### config.mk
export PLATFORM = sky130hd
export DESIGN_NAME = keypad_scan_autorepeat
export DESIGN_NICKNAME = d
export VERILOG_FILES = /design/src/hw/rtl/ksa_pkg.sv /design/src/hw/rtl/ksa_front.sv /design/src/hw/rtl/ksa_fifo.sv /design/src/hw/rtl/ksa_back.sv /design/src/hw/rtl/keypad_scan_autorepeat.sv
export SDC_FILE = /design/constraint.sdc
export NUM_CORES = 1
export LEC_CHECK = 0
export BUFFER_PORTS_ARGS = -buffer_cell sky130_fd_sc_hd__buf_2
export CORE_AREA = 2 2 179 181
export DETAILED_ROUTE_END_ITERATION = 16
export DIE_AREA = 0 0 181 183
export MAX_ROUTING_LAYER = met4
export PLACE_DENSITY = 0.75
export RECOVER_POWER = 100
export SKIP_CTS_REPAIR_TIMING = 1
export SLEW_MARGIN = 5
export SYNTH_ARGS = -nofsm -noshare
export SYNTH_HDL_FRONTEND = slang
export SYNTH_HIERARCHICAL = 1
export SYNTH_SLANG_ARGS = --single-unit
export TNS_END_PERCENT = 100
### constraint.sdc
create_clock -name clk_i -period 4.8 [get_ports clk_i]
set_input_delay 0.72 -clock clk_i [delete_from_list [all_inputs] [get_ports clk_i]]
set_output_delay 0.72 -clock clk_i [all_outputs]
set_load 0.02 [all_outputs]
### src/hw/rtl/ksa_pkg.sv
// ----------------------------------------------------------------------------
// ksa_pkg: shared types and constants of the keypad scanner
// Key table, payload structs, the item passed from front to back and key decode helpers.
// ----------------------------------------------------------------------------
package ksa_pkg;

  localparam int unsigned NumKeys = 13;

  localparam logic [31:0] SD_RO_BIT   = 32'h0002_0000;
  localparam logic [31:0] USB_PWR_BIT = 32'h0004_0000;

  // Configuration register indexes.
  localparam logic [1:0] CFG_FIRST_DELAY  = 2'd0;
  localparam logic [1:0] CFG_REPEAT_DELAY = 2'd1;
  localparam logic [1:0] CFG_REMOTE_EN    = 2'd2;

  // Key table in priority order. A key is down when all of its mask bits
  // are low in the selected word (1: word one, 0: word two).
  localparam logic [NumKeys-1:0] KEY_IN_G1 = 13'b0_0000_1110_0000;
  localparam logic [31:0] KEY_MASK [NumKeys] = '{
    32'h0000_0010, 32'h0000_0020, 32'h0000_0080, 32'h0000_0040,
    32'h0000_0100, 32'hC000_0000, 32'h8000_0000, 32'h4000_0000,
    32'h0000_0004, 32'h0000_0008, 32'h0000_0200, 32'h0000_0400,
    32'h0000_0800
  };

  typedef struct packed {
    logic [31:0] raw_group1;
    logic [31:0] raw_group2;
    logic [31:0] now_ms;
  } ksa_in_t;

  typedef struct packed {
    logic [3:0]  pressed_key;
    logic [3:0]  clicked_key;
    logic [3:0]  repeat_key;
    logic        usb_present;
    logic [15:0] usb_pulse_width;
    logic [31:0] status_group2;
  } ksa_out_t;

  // Classified scan handed from the front to the back.
  typedef struct packed {
    logic [NumKeys-1:0] down;
    logic [3:0]         pressed_key;
    logic [3:0]         clicked_key;
    logic               usb_present;
    logic [31:0]        status_group2;
    logic [31:0]        now_ms;
  } ksa_cls_t;

  // Per-key down flags for one pair of key words.
  function automatic logic [NumKeys-1:0] key_active_vec(logic [31:0] g1, logic [31:0] g2);
    logic [NumKeys-1:0] v;
    v = '0;
    for (int i = 0; i < NumKeys; i++) begin
      v[i] = KEY_IN_G1[i] ? ((g1 & KEY_MASK[i]) == 32'h0)
                          : ((g2 & KEY_MASK[i]) == 32'h0);
    end
    return v;
  endfunction

  // Code of the first set flag, counting from 1; 0 when none is set.
  function automatic logic [3:0] first_code(logic [NumKeys-1:0] v);
    logic [3:0] c;
    c = 4'd0;
    for (int i = NumKeys - 1; i >= 0; i--) begin
      if (v[i]) begin
        c = 4'(i + 1);
      end
    end
    return c;
  endfunction

endpackage

### src/hw/rtl/ksa_front.sv
// ----------------------------------------------------------------------------
// ksa_front: scan classification
// Decodes the key words, finds pressed and clicked keys, builds the status.
// ----------------------------------------------------------------------------
module ksa_front (
  input  logic             clk_i,
  input  logic             rst_ni,
  input  logic             take_i,
  input  ksa_pkg::ksa_in_t in_i,
  input  logic             remote_en_i,
  output ksa_pkg::ksa_cls_t cls_o
);
  import ksa_pkg::*;

  logic [11:0]        prev_keys_q, prev_keys_d;
  logic [NumKeys-1:0] down_now, down_prev;
  logic [31:0]        status;

  always_comb begin
    down_now  = key_active_vec(in_i.raw_group1, in_i.raw_group2);
    // Previous scan rebuilt as key words; only the key bits matter.
    down_prev = key_active_vec({prev_keys_q[1:0], 30'h0},
                               {20'h0, prev_keys_q[11:2], 2'b00});
    prev_keys_d = {in_i.raw_group2[11:2], in_i.raw_group1[31:30]};

    status = in_i.raw_group2 & ~SD_RO_BIT;
    if (remote_en_i) begin
      status = status & ~USB_PWR_BIT;
    end

    cls_o.down          = down_now;
    cls_o.pressed_key   = first_code(down_now);
    cls_o.clicked_key   = first_code(down_now & ~down_prev);
    cls_o.usb_present   = (in_i.raw_group2 & USB_PWR_BIT) != 32'h0;
    cls_o.status_group2 = status;
    cls_o.now_ms        = in_i.now_ms;
  end

  always_ff @(posedge clk_i or negedge rst_ni) begin
    if (!rst_ni) begin
      prev_keys_q <= 12'hFFF;
    end else if (take_i) begin
      prev_keys_q <= prev_keys_d;
    end
  end

endmodule

### src/hw/rtl/ksa_fifo.sv
// ----------------------------------------------------------------------------
// ksa_fifo: two-entry queue between front and back
// Lets the input side keep taking items while the back waits.
// ----------------------------------------------------------------------------
module ksa_fifo (
  input  logic              clk_i,
  input  logic              rst_ni,
  input  logic              push_i,
  input  ksa_pkg::ksa_cls_t data_i,
  output logic              full_o,
  input  logic              pop_i,
  output logic              valid_o,
  output ksa_pkg::ksa_cls_t data_o
);
  import ksa_pkg::*;

  ksa_cls_t   mem_q [2];
  logic       wr_ptr_q, rd_ptr_q;
  logic [1:0] count_q;

  assign full_o  = count_q[1];
  assign valid_o = count_q != 2'd0;
  assign data_o  = mem_q[rd_ptr_q];

  always_ff @(posedge clk_i) begin
    if (push_i) begin
      mem_q[wr_ptr_q] <= data_i;
    end
  end

  always_ff @(posedge clk_i or negedge rst_ni) begin
    if (!rst_ni) begin
      wr_ptr_q <= 1'b0;
      rd_ptr_q <= 1'b0;
      count_q  <= 2'd0;
    end else begin
      if (push_i) begin
        wr_ptr_q <= ~wr_ptr_q;
      end
      if (pop_i) begin
        rd_ptr_q <= ~rd_ptr_q;
      end
      case ({push_i, pop_i})
        2'b10:   count_q <= count_q + 2'd1;
        2'b01:   count_q <= count_q - 2'd1;
        default: count_q <= count_q;
      endcase
    end
  end

endmodule

### src/hw/rtl/ksa_back.sv
// ----------------------------------------------------------------------------
// ksa_back: autorepeat and USB pulse timing
// Keeps the held key and pulse counter and fills the output register.
// ----------------------------------------------------------------------------
module ksa_back (
  input  logic              clk_i,
  input  logic              rst_ni,
  input  logic              valid_i,
  input  ksa_pkg::ksa_cls_t cls_i,
  output logic              pop_o,
  input  logic [15:0]       first_delay_i,
  input  logic [15:0]       repeat_delay_i,
  output logic              out_valid_o,
  input  logic              out_stall_i,
  output ksa_pkg::ksa_out_t out_data_o
);
  import ksa_pkg::*;

  logic [3:0]  held_q, held_d;
  logic [31:0] last_q, last_d;
  logic        rpt_q, rpt_d;
  logic [15:0] usb_cnt_q, usb_cnt_d;
  logic        out_valid_q;
  ksa_out_t    out_q, out_d;

  logic [3:0]  hidx;
  logic        held_down;
  logic [31:0] elapsed;
  logic [15:0] delay;

  assign pop_o       = valid_i && (!out_valid_q || !out_stall_i);
  assign out_valid_o = out_valid_q;
  assign out_data_o  = out_q;

  always_comb begin
    hidx      = held_q - 4'd1;
    held_down = (held_q != 4'd0) && cls_i.down[hidx];
    elapsed   = cls_i.now_ms - last_q;
    delay     = rpt_q ? repeat_delay_i : first_delay_i;

    held_d    = held_q;
    last_d    = last_q;
    rpt_d     = rpt_q;
    usb_cnt_d = usb_cnt_q;

    out_d.pressed_key     = cls_i.pressed_key;
    out_d.clicked_key     = cls_i.clicked_key;
    out_d.repeat_key      = 4'd0;
    out_d.usb_present     = cls_i.usb_present;
    out_d.usb_pulse_width = 16'd0;
    out_d.status_group2   = cls_i.status_group2;

    if (cls_i.clicked_key != 4'd0) begin
      // A new click restarts the repeat timing on that key.
      held_d           = cls_i.clicked_key;
      rpt_d            = 1'b0;
      last_d           = cls_i.now_ms;
      out_d.repeat_key = cls_i.clicked_key;
    end else if (held_down) begin
      if (elapsed > {16'h0, delay}) begin
        rpt_d            = 1'b1;
        last_d           = cls_i.now_ms;
        out_d.repeat_key = held_q;
      end
    end else begin
      held_d = 4'd0;
    end

    if (cls_i.usb_present) begin
      if (usb_cnt_q != 16'hFFFF) begin
        usb_cnt_d = usb_cnt_q + 16'd1;
      end
    end else if (usb_cnt_q != 16'd0) begin
      out_d.usb_pulse_width = usb_cnt_q;
      usb_cnt_d             = 16'd0;
    end
  end

  always_ff @(posedge clk_i or negedge rst_ni) begin
    if (!rst_ni) begin
      held_q      <= 4'd0;
      last_q      <= 32'd0;
      rpt_q       <= 1'b0;
      usb_cnt_q   <= 16'd0;
      out_valid_q <= 1'b0;
    end else begin
      if (pop_o) begin
        held_q      <= held_d;
        last_q      <= last_d;
        rpt_q       <= rpt_d;
        usb_cnt_q   <= usb_cnt_d;
        out_valid_q <= 1'b1;
      end else if (!out_stall_i) begin
        out_valid_q <= 1'b0;
      end
    end
  end

  always_ff @(posedge clk_i) begin
    if (pop_o) begin
      out_q <= out_d;
    end
  end

  a_held_range: assert property (@(posedge clk_i) disable iff (!rst_ni)
    held_q <= 4'd13)
    else $error("held key code out of range");

  a_click_repeats: assert property (@(posedge clk_i) disable iff (!rst_ni)
    out_valid_q && out_q.clicked_key != 4'd0 |-> out_q.repeat_key == out_q.clicked_key)
    else $error("click not reported on the repeat output");

  a_click_pressed: assert property (@(posedge clk_i) disable iff (!rst_ni)
    out_valid_q && out_q.clicked_key != 4'd0 |->
      out_q.pressed_key != 4'd0 && out_q.pressed_key <= out_q.clicked_key)
    else $error("clicked key ahead of the first pressed key");

  a_pulse_end: assert property (@(posedge clk_i) disable iff (!rst_ni)
    out_valid_q && out_q.usb_pulse_width != 16'd0 |-> !out_q.usb_present)
    else $error("pulse width reported while USB power still present");

endmodule

### src/hw/rtl/keypad_scan_autorepeat.sv
// ----------------------------------------------------------------------------
// keypad_scan_autorepeat: keypad scanner with key autorepeat
// Priority-encodes 13 keys, reports clicks and autorepeats, times USB pulses.
// ----------------------------------------------------------------------------
//
//  Channel   Direction  Handshake               Payload
//  in        input      in_valid_i / in_stall_o  raw_group1, raw_group2, now_ms
//  out       output     out_valid_o / out_stall_i pressed/clicked/repeat keys,
//                                                usb_present, usb_pulse_width,
//                                                status_group2
//  cfg       input      cfg_we_i                 cfg_idx_i, cfg_data_i
//
// One item is accepted per cycle while the queue is not full, and its result
// goes through the queue into the output register. The front holds the
// previous-scan key bits and classifies each scan in the cycle it is taken;
// the back holds the autorepeat timer and the USB pulse counter and retires
// one item a cycle while no result waits on a stalled output. A two-entry
// queue sits between them, so input is taken while a result waits on a
// stalled output; input stalls only once that queue is full. Reset clears
// all control state and loads the register defaults (first delay 500 ms,
// repeat delay 175 ms, remote enable off); there is no clearing pass.
module keypad_scan_autorepeat (
  input  logic              clk_i,
  input  logic              rst_ni,
  input  logic              in_valid_i,
  output logic              in_stall_o,
  input  ksa_pkg::ksa_in_t  in_data_i,
  output logic              out_valid_o,
  input  logic              out_stall_i,
  output ksa_pkg::ksa_out_t out_data_o,
  input  logic              cfg_we_i,
  input  logic [1:0]        cfg_idx_i,
  input  logic [15:0]       cfg_data_i
);
  import ksa_pkg::*;

  logic [15:0] first_delay_q;
  logic [15:0] repeat_delay_q;
  logic        remote_en_q;

  logic     take;
  logic     q_full, q_valid, q_pop;
  ksa_cls_t cls_in, cls_out;

  // Configuration registers. Writes to an unused index fall through.
  always_ff @(posedge clk_i or negedge rst_ni) begin
    if (!rst_ni) begin
      first_delay_q  <= 16'd500;
      repeat_delay_q <= 16'd175;
      remote_en_q    <= 1'b0;
    end else if (cfg_we_i) begin
      case (cfg_idx_i)
        CFG_FIRST_DELAY:  first_delay_q  <= cfg_data_i;
        CFG_REPEAT_DELAY: repeat_delay_q <= cfg_data_i;
        CFG_REMOTE_EN:    remote_en_q    <= cfg_data_i[0];
        default:          ;
      endcase
    end
  end

  assign in_stall_o = q_full;
  assign take       = in_valid_i && !q_full;

  ksa_front u_front (
    .clk_i       (clk_i),
    .rst_ni      (rst_ni),
    .take_i      (take),
    .in_i        (in_data_i),
    .remote_en_i (remote_en_q),
    .cls_o       (cls_in)
  );

  ksa_fifo u_fifo (
    .clk_i   (clk_i),
    .rst_ni  (rst_ni),
    .push_i  (take),
    .data_i  (cls_in),
    .full_o  (q_full),
    .pop_i   (q_pop),
    .valid_o (q_valid),
    .data_o  (cls_out)
  );

  ksa_back u_back (
    .clk_i          (clk_i),
    .rst_ni         (rst_ni),
    .valid_i        (q_valid),
    .cls_i          (cls_out),
    .pop_o          (q_pop),
    .first_delay_i  (first_delay_q),
    .repeat_delay_i (repeat_delay_q),
    .out_valid_o    (out_valid_o),
    .out_stall_i    (out_stall_i),
    .out_data_o     (out_data_o)
  );

endmodule
=== Word level (Yosys, flattened, before mapping) ===
Memories as Yosys holds them, arrays and structs flattened.
Cells that the tools add are included.

* Register bits after elaboration: 164
* RAM bits: 172
* Output and inout bits: 63
* Memories: 1

* $add $sub $neg: 5
* $lt $le $gt $ge: 2
* Equal/unequal tests: 8
* Muxes and demuxes: 49
* Bitwise logic cells: 5
* Reductions and logical operators: 49

{| class="wikitable"
|+ Memories
! memory !! depth !! bits a word !! rd ports !! clocked after Yosys merged registers in !! write ports !! RTL line !! source
|-
| u_fifo.mem_q || 2 || 86 || 1 || 0 || 1 || ksa_fifo.sv:17 || <nowiki>ksa_cls_t mem_q [2];</nowiki>
|}

{| class="wikitable"
|+ Operators with widths
! cell !! count
|-
| logical NOT 32 bit || 26
|-
| 2-to-1 mux 4 bit || 31
|-
| 2-to-1 mux 32 bit || 3
|-
| 2-to-1 mux 16 bit || 4
|-
| greater-than comparator 32 x 16 -> 1 bit || 1
|-
| subtractor 32 bit || 1
|-
| 2-to-1 mux 19 bit || 1
|-
| adder 16 x 1 -> 16 bit (second input constant) || 1
|-
| != test 16 bit (second input constant) || 1
|-
| nonzero test 16 bit || 1
|-
| AND 13 bit || 1
|-
| NOT 13 bit || 1
|-
| nonzero test 2 bit || 5
|-
| 2-to-1 mux 1 bit || 8
|-
| AND reduction 2 bit || 4
|-
| nonzero test 4 bit || 2
|-
| AND reduction 3 bit || 2
|-
| less-than comparator 4 x 5 -> 1 bit (second input constant) || 1
|-
| binary-select mux 1 bit (select 4 bit) || 1
|-
| == test 2 x 1 -> 1 bit (second input constant) || 2
|-
| == test 2 bit (second input constant) || 2
|-
| != test 2 bit (second input constant) || 2
|-
| case mux 2 bit (2 select lines) || 1
|-
| subtractor 4 x 1 -> 4 bit (second input constant) || 1
|-
| other kinds (9) || 15
|}

=== Logic depth before layout (Yosys ltp) ===
Gate-level depths: netlist of run 1.

* Depth in word-level cells: 16
* Depth in mapped cells: 26
* Gate-level depth less buffers: 23

=== Modules after synthesis ===
The synthesis of run 1 kept the hierarchy.

{| class="wikitable"
|+ Modules (own cells, without submodules)
! module !! instances !! cells an instance !! area an instance (um^2) !! seq. area each (um^2)
|-
| ksa_back || 1 || 666 || 7,199.4 || 3,183.1
|-
| ksa_fifo || 1 || 283 || 6,507.5 || 5,265.0
|-
| ksa_front || 1 || 161 || 1,296.2 || 315.3
|-
| keypad_scan_autorepeat || 1 || 72 || 1,275.0 || 840.8
|}

=== Least setup slack after synthesis of run 1 ===
Ideal clock, no wire load.

* Path type: register to register
* Start point: reg u_fifo.rd_ptr_q
* End point: reg u_back.last_q[0]
* Data arrival time: 5,059 ps
* Data required time: 4,675 ps
* Setup slack: -384 ps
* Stages on the path, launching flop included: 26
* Clock period less this slack: 5,184 ps
* Path through: dfrtp_1 > buf_6 > buf_2 > mux2_2 > ha_1 > a21o_1 > a31oi_1 > a21oi_1 > o21bai_1 > nand2_1 > and2_1 > o21ai_0 > nand2b_1 > xor2_1 > ha_1 > nand4_1 > nor2_1 > a221oi_1 > a31oi_1 > nor4_2 > o211ai_1 > nor4_2 > a41oi_2 > o21ai_4 > buf_12 > mux2_4

{| class="wikitable"
|+ RTL lines
! what !! RTL line !! source
|-
| start: declaration || ksa_fifo.sv:18 || <nowiki>logic wr_ptr_q, rd_ptr_q;</nowiki>
|-
| start signal: assignment || ksa_fifo.sv:41 || <nowiki>rd_ptr_q <= ~rd_ptr_q;</nowiki>
|-
| end signal: assignment || ksa_back.sv:89 || <nowiki>last_q <= last_d;</nowiki>
|-
| end: declaration || ksa_back.sv:20 || <nowiki>logic [31:0] last_q, last_d;</nowiki>
|}

==> results of run 1 <==
[state kept, by name (all words and copies together) (netlist names), 2 cells and up]
| signal | count |
|---|---|
| first_delay_q | 16 |
| repeat_delay_q | 16 |
| u_back/held_q | 4 |
| u_back/last_q | 32 |
| u_back/out_data_o | 61 |
| u_back/usb_cnt_q | 16 |
| u_fifo/count_q | 2 |
| u_fifo/mem_q | 172 |
| u_front/prev_keys_q | 12 |
[logic make-up (layout without fill, tap and decap cells)]
group / count (synthesis) / count (layout)
multiplexers: 187 / 187
buffers and inverters: 170 / 360
flip-flops: 336 / 336
other: 1 / 2
AND/OR/NAND/NOR: 216 / 216
AO/OA/AOI/OAI: 186 / 186
adder cells (fa/ha/maj): 52 / 52
XOR/XNOR: 34 / 34
[layout make-up]
class / count / area (µm²)
Timing Repair Buffer: 225 / 1308
Antenna cell: 1 / 2.502
Fill cell: 2441 / 12420
Sequential cell: 336 / 9608
Inverter: 69 / 261.5
Multi-Input combinational cell: 676 / 5887
Clock inverter: 16 / 244.0
Clock buffer: 50 / 998.5
Tap cell: 402 / 503.0
[power by group through the flow]
stage,registers [µW],logic (µW),clock network (µW)
3_5_place_dp,4530,6690,0
4_1_cts,4480,6740,2910
2_1_floorplan,4720,4640,0
5_1_grt,4550,7580,3050
3_3_place_gp,4480,6550,0
6_report,4460,6910,2850
[through the flow]
stage	std cells	hold slack, ns	util (%)	total power [µW]
after detailed placement	1706	0.4919	55.92	11210
after global placement	1706	0.4877	55.92	11020
final	1775	0.3826	60.24	14230
after CTS	1772	0.3233	59.90	14120
after global routing	1775	0.3542	60.24	15180
after floorplan	1182	0.4244	-	9362
[how the worst max path moves through the flow]
stage	start	endpoint	slack, ns
2_1_floorplan	u_fifo/rd_ptr_q	u_back/last_q[0]	-0.03
3_3_place_gp	u_fifo/rd_ptr_q	u_back/last_q[0]	-0.29
3_5_place_dp	u_fifo/rd_ptr_q	u_back/last_q[11]	-0.36
4_1_cts	u_fifo/rd_ptr_q	u_back/last_q[4]	-0.38
5_1_grt	u_fifo/rd_ptr_q	u_back/last_q[5]	-0.58
6_report	u_fifo/rd_ptr_q	u_back/last_q[4]	-0.33
[cell usage in the layout, fill, tap and decap left out, drive strengths merged, types with 29 or more instances in the layout]
cell    count
a21oi      67
nor2       29
mux2      161
o21ai      40
clkbuf     93
ha         51
dfrtp      79
nand2      62
buf       182
edfxtp    233
inv        69
[routing by layer]
| layer | up-vias | global-route usage (%) |
|---|---|---|
| met4 | 0 | 5.886 |
| met2 | 246 | 32.75 |
| li1 | 4618 | - |
| met5 | - | - |
| met1 | 4753 | 25.08 |
| met3 | 49 | 3.137 |
[worst reg2reg max path: stages (launching register included)]
cell and delay, ns:
dfrtp_4 0.54, mux2_4 0.34, inv_4 0.06, ha_4 0.15, fa_2 0.23, nor2b_4 0.06, o2111ai_4 0.21, a21oi_2 0.10
or4_4 0.49, inv_2 0.07, nor2_2 0.04, xor2_1 0.14, ha_1 0.29, nand4_1 0.17, nor2_1 0.07, a221oi_1 0.26
a31oi_1 0.15, nor4_2 0.24, o211ai_1 0.14, nor4_2 0.25, a41oi_2 0.21, o21ai_4 0.25, buf_12 0.23, mux2_4 0.34
==> results.toml, run 1 <==
[worst_hold_path]
worstHoldStart = "in_data_i[51]"
hp-class = "in2reg"
hold_depth = 1
holdPathEnd = "u_fifo/mem_q[1][51]"

[place]
place_hpwl_um = 22030
gp_congestion = 0.8898
pre_cts_slack_ns = -0.3605
numPortBuffers = 150
postPlaceCellArea_mm2 = 0.01746

[run_status]
status = "finished with violations"
failed_checks = "max-capacitance violations, max-slew violations, negative setup slack"

[floorplan]
die_w_um = 181
rows = 65
core_mm2 = 0.03123
fp.dieH_um = 183
start_util_pct = 52.12
io_pins = 182
die-area_mm2 = 0.03312

[synth]
synthMuxAreaShare_pct = 14.33
yosys.area_share.simple_pct = 7.110
synth.distinct_cells = 71
yosysMostFrequentCell = "edfxtp_1"
synth_commonest_cells = "edfxtp_1, mux2_2, dfrtp_1"
netlist_area_mm2 = 0.01628
ys_ff_latch = 336
synth_edf_count = 233
synth-main-ff-cell = "edfxtp_1"
syn_area_per_cell_um2 = 13.77
yosys.area.top_type = "edfxtp_1"
syn_nets = 1353
yosysWarnings = 6
synthArstFlopShare_pct = 30.65
synth_compound_area_share_pct = 7.364
synth_cells = 1182
synth_xor_area_share_pct = 1.829
synthDominantCellAreaShare_pct = 42.98
synth_top_family_by_area = "multiplexers"
synth_fa_ha_area_share_pct = 4.043
ys_top_cells_by_area = "edfxtp_1, dfrtp_1, mux2_2, mux2_4, ha_1"
synth_seq_area_share_pct = 59.00

[pwr]
clockPowerShare_pct = 20.0
p_leak_uw = 0.007549
powerDensity_mw_per_mm2 = 756.2
irDropWorstVdd_v = 0.0003701
p_int_uw = 9076
power.switching_uw = 5150
p_comb_share_pct = 48.6
swShare_pct = 36.20
p_seq_share_pct = 31.4

[critical_path]
r2r_slack_ns = -0.33
crit_arrival_ns = 5.53
crit_path_start_kind = "register"
critPathSlowestCell = "dfrtp_4"
required_ns = 5.20
slowest_delay_ns = 0.54
worstSetupEndpointType = "register"
critPathKind = "reg2reg"
cp_cell_sequence = "mux2_4 > inv_4 > ha_4 > fa_2 > nor2b_4 > o2111ai_4 > a21oi_2 > or4_4 > inv_2 > nor2_2 > xor2_1 > ha_1 > nand4_1 > nor2_1 > a221oi_1 > a31oi_1 > nor4_2 > o211ai_1 > nor4_2 > a41oi_2 > o21ai_4 > buf_12 > mux2_4"
cp.depth = 23
r2r_cells = 23
timing.rr.start = "u_fifo/rd_ptr_q"
critPathBufInv = 3
crit_family = "simple AND/OR/NAND/NOR gates"
timing.rr.end = "u_back/last_q[4]"
cp_max_fo = 20

[sta]
final_critical_path_setup_slack_ns = -0.3317
hold_viol_final = 0
setup_viol = 36
finalCriticalPeriod_ns = 5.132
slew_headroom_pct = -132.9
rsz0062_at_grt = "yes"
finClkSkew_ns = 0.01443
period_share_pct = 106.9
fin_tns_setup_ns = -10.06
max_freq_mhz = 194.9
worst_pin_slew_ns = 3.494
slew_viol_final = 61

[final_layout]
finalNetCount = 1515
area.growth.synth_to_final_pct = 15.56
final_layout_size_suffix_gt1_share_pct = 34.11
design_area_mm2 = 0.01881

[detailed_routing]
drt-total-wl_um = 31550
wl_met3_um = 1407
drc = 0
wl_met1_um = 13680
postRouteAntennaNets = 0
routed.top_layer = "met4"
routed_via_density = 5.446
firstDrtPassIters = 5
drtIter0Drc = 713
met2_length_um = 15690
post_drt_wl_per_cell_um = 17.77
vias = 9666

[clock_tree]
clk_root_buffer_cell = "clkbuf_16"
clkTransAtPathRegs_ns = 0.06
cts.sinks = 336
clockBufferDepth = 3
worst_skew_pair.late_latency_ns = 0.52
cts_buffers = 36
htreeDepth = 2
cts_tree = "done"

[grt]
grt_usage_pct = 19.66
grt_first_pass_wirelength_um = 50510
grt_max_degree = 61
grt_pass1_vias = 9846
overflow = 0
antenna_found_initial = 1

[job]
max-cap-violations = 1
Power figures use the tool's default switching activity.
==> run 2: changes to the inputs <==
--- a/config.mk
+++ b/config.mk
@@ -6,9 +6,9 @@
 export NUM_CORES = 1
 export LEC_CHECK = 0
 export BUFFER_PORTS_ARGS = -buffer_cell sky130_fd_sc_hd__buf_2
-export CORE_AREA = 2 2 179 181
+export CORE_AREA = 2 2 176 178
 export DETAILED_ROUTE_END_ITERATION = 16
-export DIE_AREA = 0 0 181 183
+export DIE_AREA = 0 0 178 180
 export MAX_ROUTING_LAYER = met4
 export PLACE_DENSITY = 0.75
 export RECOVER_POWER = 100
@@ -16,6 +16,5 @@
 export SLEW_MARGIN = 5
 export SYNTH_ARGS = -nofsm -noshare
 export SYNTH_HDL_FRONTEND = slang
-export SYNTH_HIERARCHICAL = 1
 export SYNTH_SLANG_ARGS = --single-unit
 export TNS_END_PERCENT = 100
==> run 2 against run 1 <==
  * Sequential share of layout area decreased by 1.3 points
  * Critical endpoint is now u_back.last_q[11]
  * Critical path depth unchanged
  * Via count increased by 5.2%
  * The run still ends with max-capacitance violations, max-slew violations, negative setup slack left
  * Largest power group unchanged
==> results.toml, run 2 <==
[synth]
synth_cells = 1176
synth_commonest_cells = "edfxtp_1, mux2_2, nand2_1"
synthDominantCellAreaShare_pct = 43.93
yosysWarnings = 0
ys_ff_latch = 333
syn_nets = 1350
synth_seq_area_share_pct = 60.51
ys_top_cells_by_area = "edfxtp_1, dfrtp_1, mux2_2, ha_1, dfstp_2"
syn_area_per_cell_um2 = 13.37
yosys.area.top_type = "edfxtp_1"
yosysMostFrequentCell = "edfxtp_1"
synthArstFlopShare_pct = 30.93
synth.distinct_cells = 79
netlist_area_mm2 = 0.01572
synth_edf_count = 230
synth-main-ff-cell = "edfxtp_1"

[grt]
grt_max_degree = 65
antenna_found_initial = 0
grt_first_pass_wirelength_um = 53100
grt_usage_pct = 21.42
overflow = 0
grt_pass1_vias = 10560

[final_layout]
regMostFlops = "u_fifo.mem_q"
final_cells = 1867
finalNetCount = 1618
final_util_pct = 63.31
final_layout_size_suffix_gt1_share_pct = 34.47
most-common-layout-cells = "edfxtp_1, buf_2, buf_4, mux2_2, nand2_1"
largest_reg_flops = 170
design_area_mm2 = 0.01911
area.growth.synth_to_final_pct = 21.56
diodes = 0
mostFrequentLayoutCell = "edfxtp_1"

[clock_tree]
cts.sinks = 333
htreeDepth = 2
worst_skew_pair.late_latency_ns = 0.53
cts_buffers = 35
clk_root_buffer_cell = "clkbuf_16"
clkTransAtPathRegs_ns = 0.06
clockBufferDepth = 3
cts_tree = "done"

[place]
numPortBuffers = 149
place_hpwl_um = 22860
gp_congestion = 0.8700
postPlaceCellArea_mm2 = 0.01777
dp_cells = 1782
pre_cts_slack_ns = -0.4977

[job]
max-cap-violations = 2

[critical_path]
crit_start = "u_fifo.rd_ptr_q"
crit_path_start_kind = "register"
timing.rr.start = "u_fifo.rd_ptr_q"
r2r_cells = 23
path_common_cell = "buf_12"
r2r_slack_ns = -0.47
cp_cell_sequence = "buf_12 > mux2_4 > ha_4 > a21oi_2 > o21ai_2 > o31a_1 > or2_4 > a21oi_4 > xnor2_2 > ha_1 > nand4_1 > nor2_2 > nand4_1 > or3_4 > a221oi_2 > o221a_2 > and4bb_2 > a31oi_4 > o21ai_4 > buf_6 > buf_12 > buf_12 > mux2_4"
crit_arrival_ns = 5.67
timing.rr.end = "u_back.last_q[11]"
critPathKind = "reg2reg"
worstSetupEndpointType = "register"
required_ns = 5.20
slowest_delay_ns = 0.49
critPathSlowestCell = "dfrtp_4"
cp_max_fo = 8

[pwr]
clockPowerShare_pct = 17.1
p_seq_share_pct = 29.6
powerDensity_mw_per_mm2 = 782.0
p_leak_uw = 0.007743
p_int_uw = 9286
p_total_uw = 14950
power.switching_uw = 5660
swShare_pct = 37.87
irDropWorstVdd_v = 0.0003883
p_comb_share_pct = 53.4

[sta]
max_freq_mhz = 189.8
worst_pin_slew_ns = 3.676
finalCriticalPeriod_ns = 5.270
finClkSkew_ns = 0.01848
hold_viol_final = 0
rsz0062_at_grt = "yes"
final_critical_path_setup_slack_ns = -0.4698
slew_headroom_pct = -145.1
period_share_pct = 109.8
slew_viol_final = 86
setup_viol = 36

[floorplan]
core_mm2 = 0.03019
start_util_pct = 52.08
rows = 64
fp.dieH_um = 180
io_pins = 182
die_w_um = 178
die-area_mm2 = 0.03204

[worst_hold_path]
worstHoldStart = "in_data_i[28]"
hold_depth = 1
holdPathEnd = "u_fifo.mem_q[0][28]"
hp-class = "in2reg"

[detailed_routing]
drtIter0Drc = 735
post_drt_wl_per_cell_um = 18.00
drt-total-wl_um = 33600
vias = 10170
firstDrtPassIters = 5
drc = 0
postRouteAntennaNets = 0
routed_via_density = 5.446

[run_status]
status = "finished with violations"
failed_checks = "max-capacitance violations, max-slew violations, negative setup slack"
==> run 2: final cells by class <==
class	count	area (µm²)
Fill cell	2329	11080
Sequential cell	333	9518
Multi-Input combinational cell	739	6033
Timing Repair Buffer	273	1750
Clock buffer	48	934.6
Tap cell	396	495.5
Inverter	62	232.7
Clock inverter	16	147.6
==> run 2: stage by stage <==
stage                     hold WS [ns]  TNS [ns]
final                           0.3801    -14.61
after global routing            0.3635    -21.09
after CTS                       0.3422    -15.97
after detailed placement        0.4720    -15.74
after global placement          0.4669    -12.45
after floorplan                 0.4244    -79.52
==> run 2: per-layer routing <==
metal  routed length (µm)  GRT usage, %  vias to the layer above
met5                    0             -                        -
met4                  698         5.803                        0
met1                14270         27.43                     4962
met3                 1507         3.088                       53
met2                17120         35.71                      232
li1                     -             -                     4920
==> run 2: cells by family after synthesis <==
family / count (synthesis) / synth area share [%]
fa+ha+maj: 55 / 4.425
simple gates: 280 / 8.953
mux: 165 / 12.70
buf+inv: 104 / 3.215
xor+xnor: 27 / 1.504
flops: 333 / 60.51
other cells: 1 / 0.02385
compound gates: 211 / 8.666
==> run 2: critical path, delay by kind of cell, from the launching register on <==
kind	cells	cell delay [ns]
AO/OA/AOI/OAI	8	1.48
XOR/XNOR	1	0.09
adder cells (fa/ha/maj)	2	0.57
buffers and inverters	4	0.52
flip-flops	1	0.49
multiplexers	2	0.64
AND/OR/NAND/NOR	6	1.35
==> run 2: power groups by stage <==
| stage | sequential (µW) | clock [µW] | combinational (µW) |
|---|---|---|---|
| after CTS | 4440 | 2620 | 7490 |
| final | 4420 | 2550 | 7970 |
| after detailed placement | 4480 | 0 | 7440 |
| after global placement | 4440 | 0 | 7260 |
| after global routing | 4500 | 2740 | 8760 |
| after floorplan | 4670 | 0 | 4960 |
==> run 2: how the worst max path moves through the flow <==
stage	endpoint	depth (start not counted)
CTS	u_back.last_q[11]	20
detailed placement	u_back.last_q[10]	20
global route	u_back.last_q[11]	23
floorplan	u_fifo.mem_q[0][0]	4
global placement	u_back.last_q[14]	20
finish	u_back.last_q[11]	23
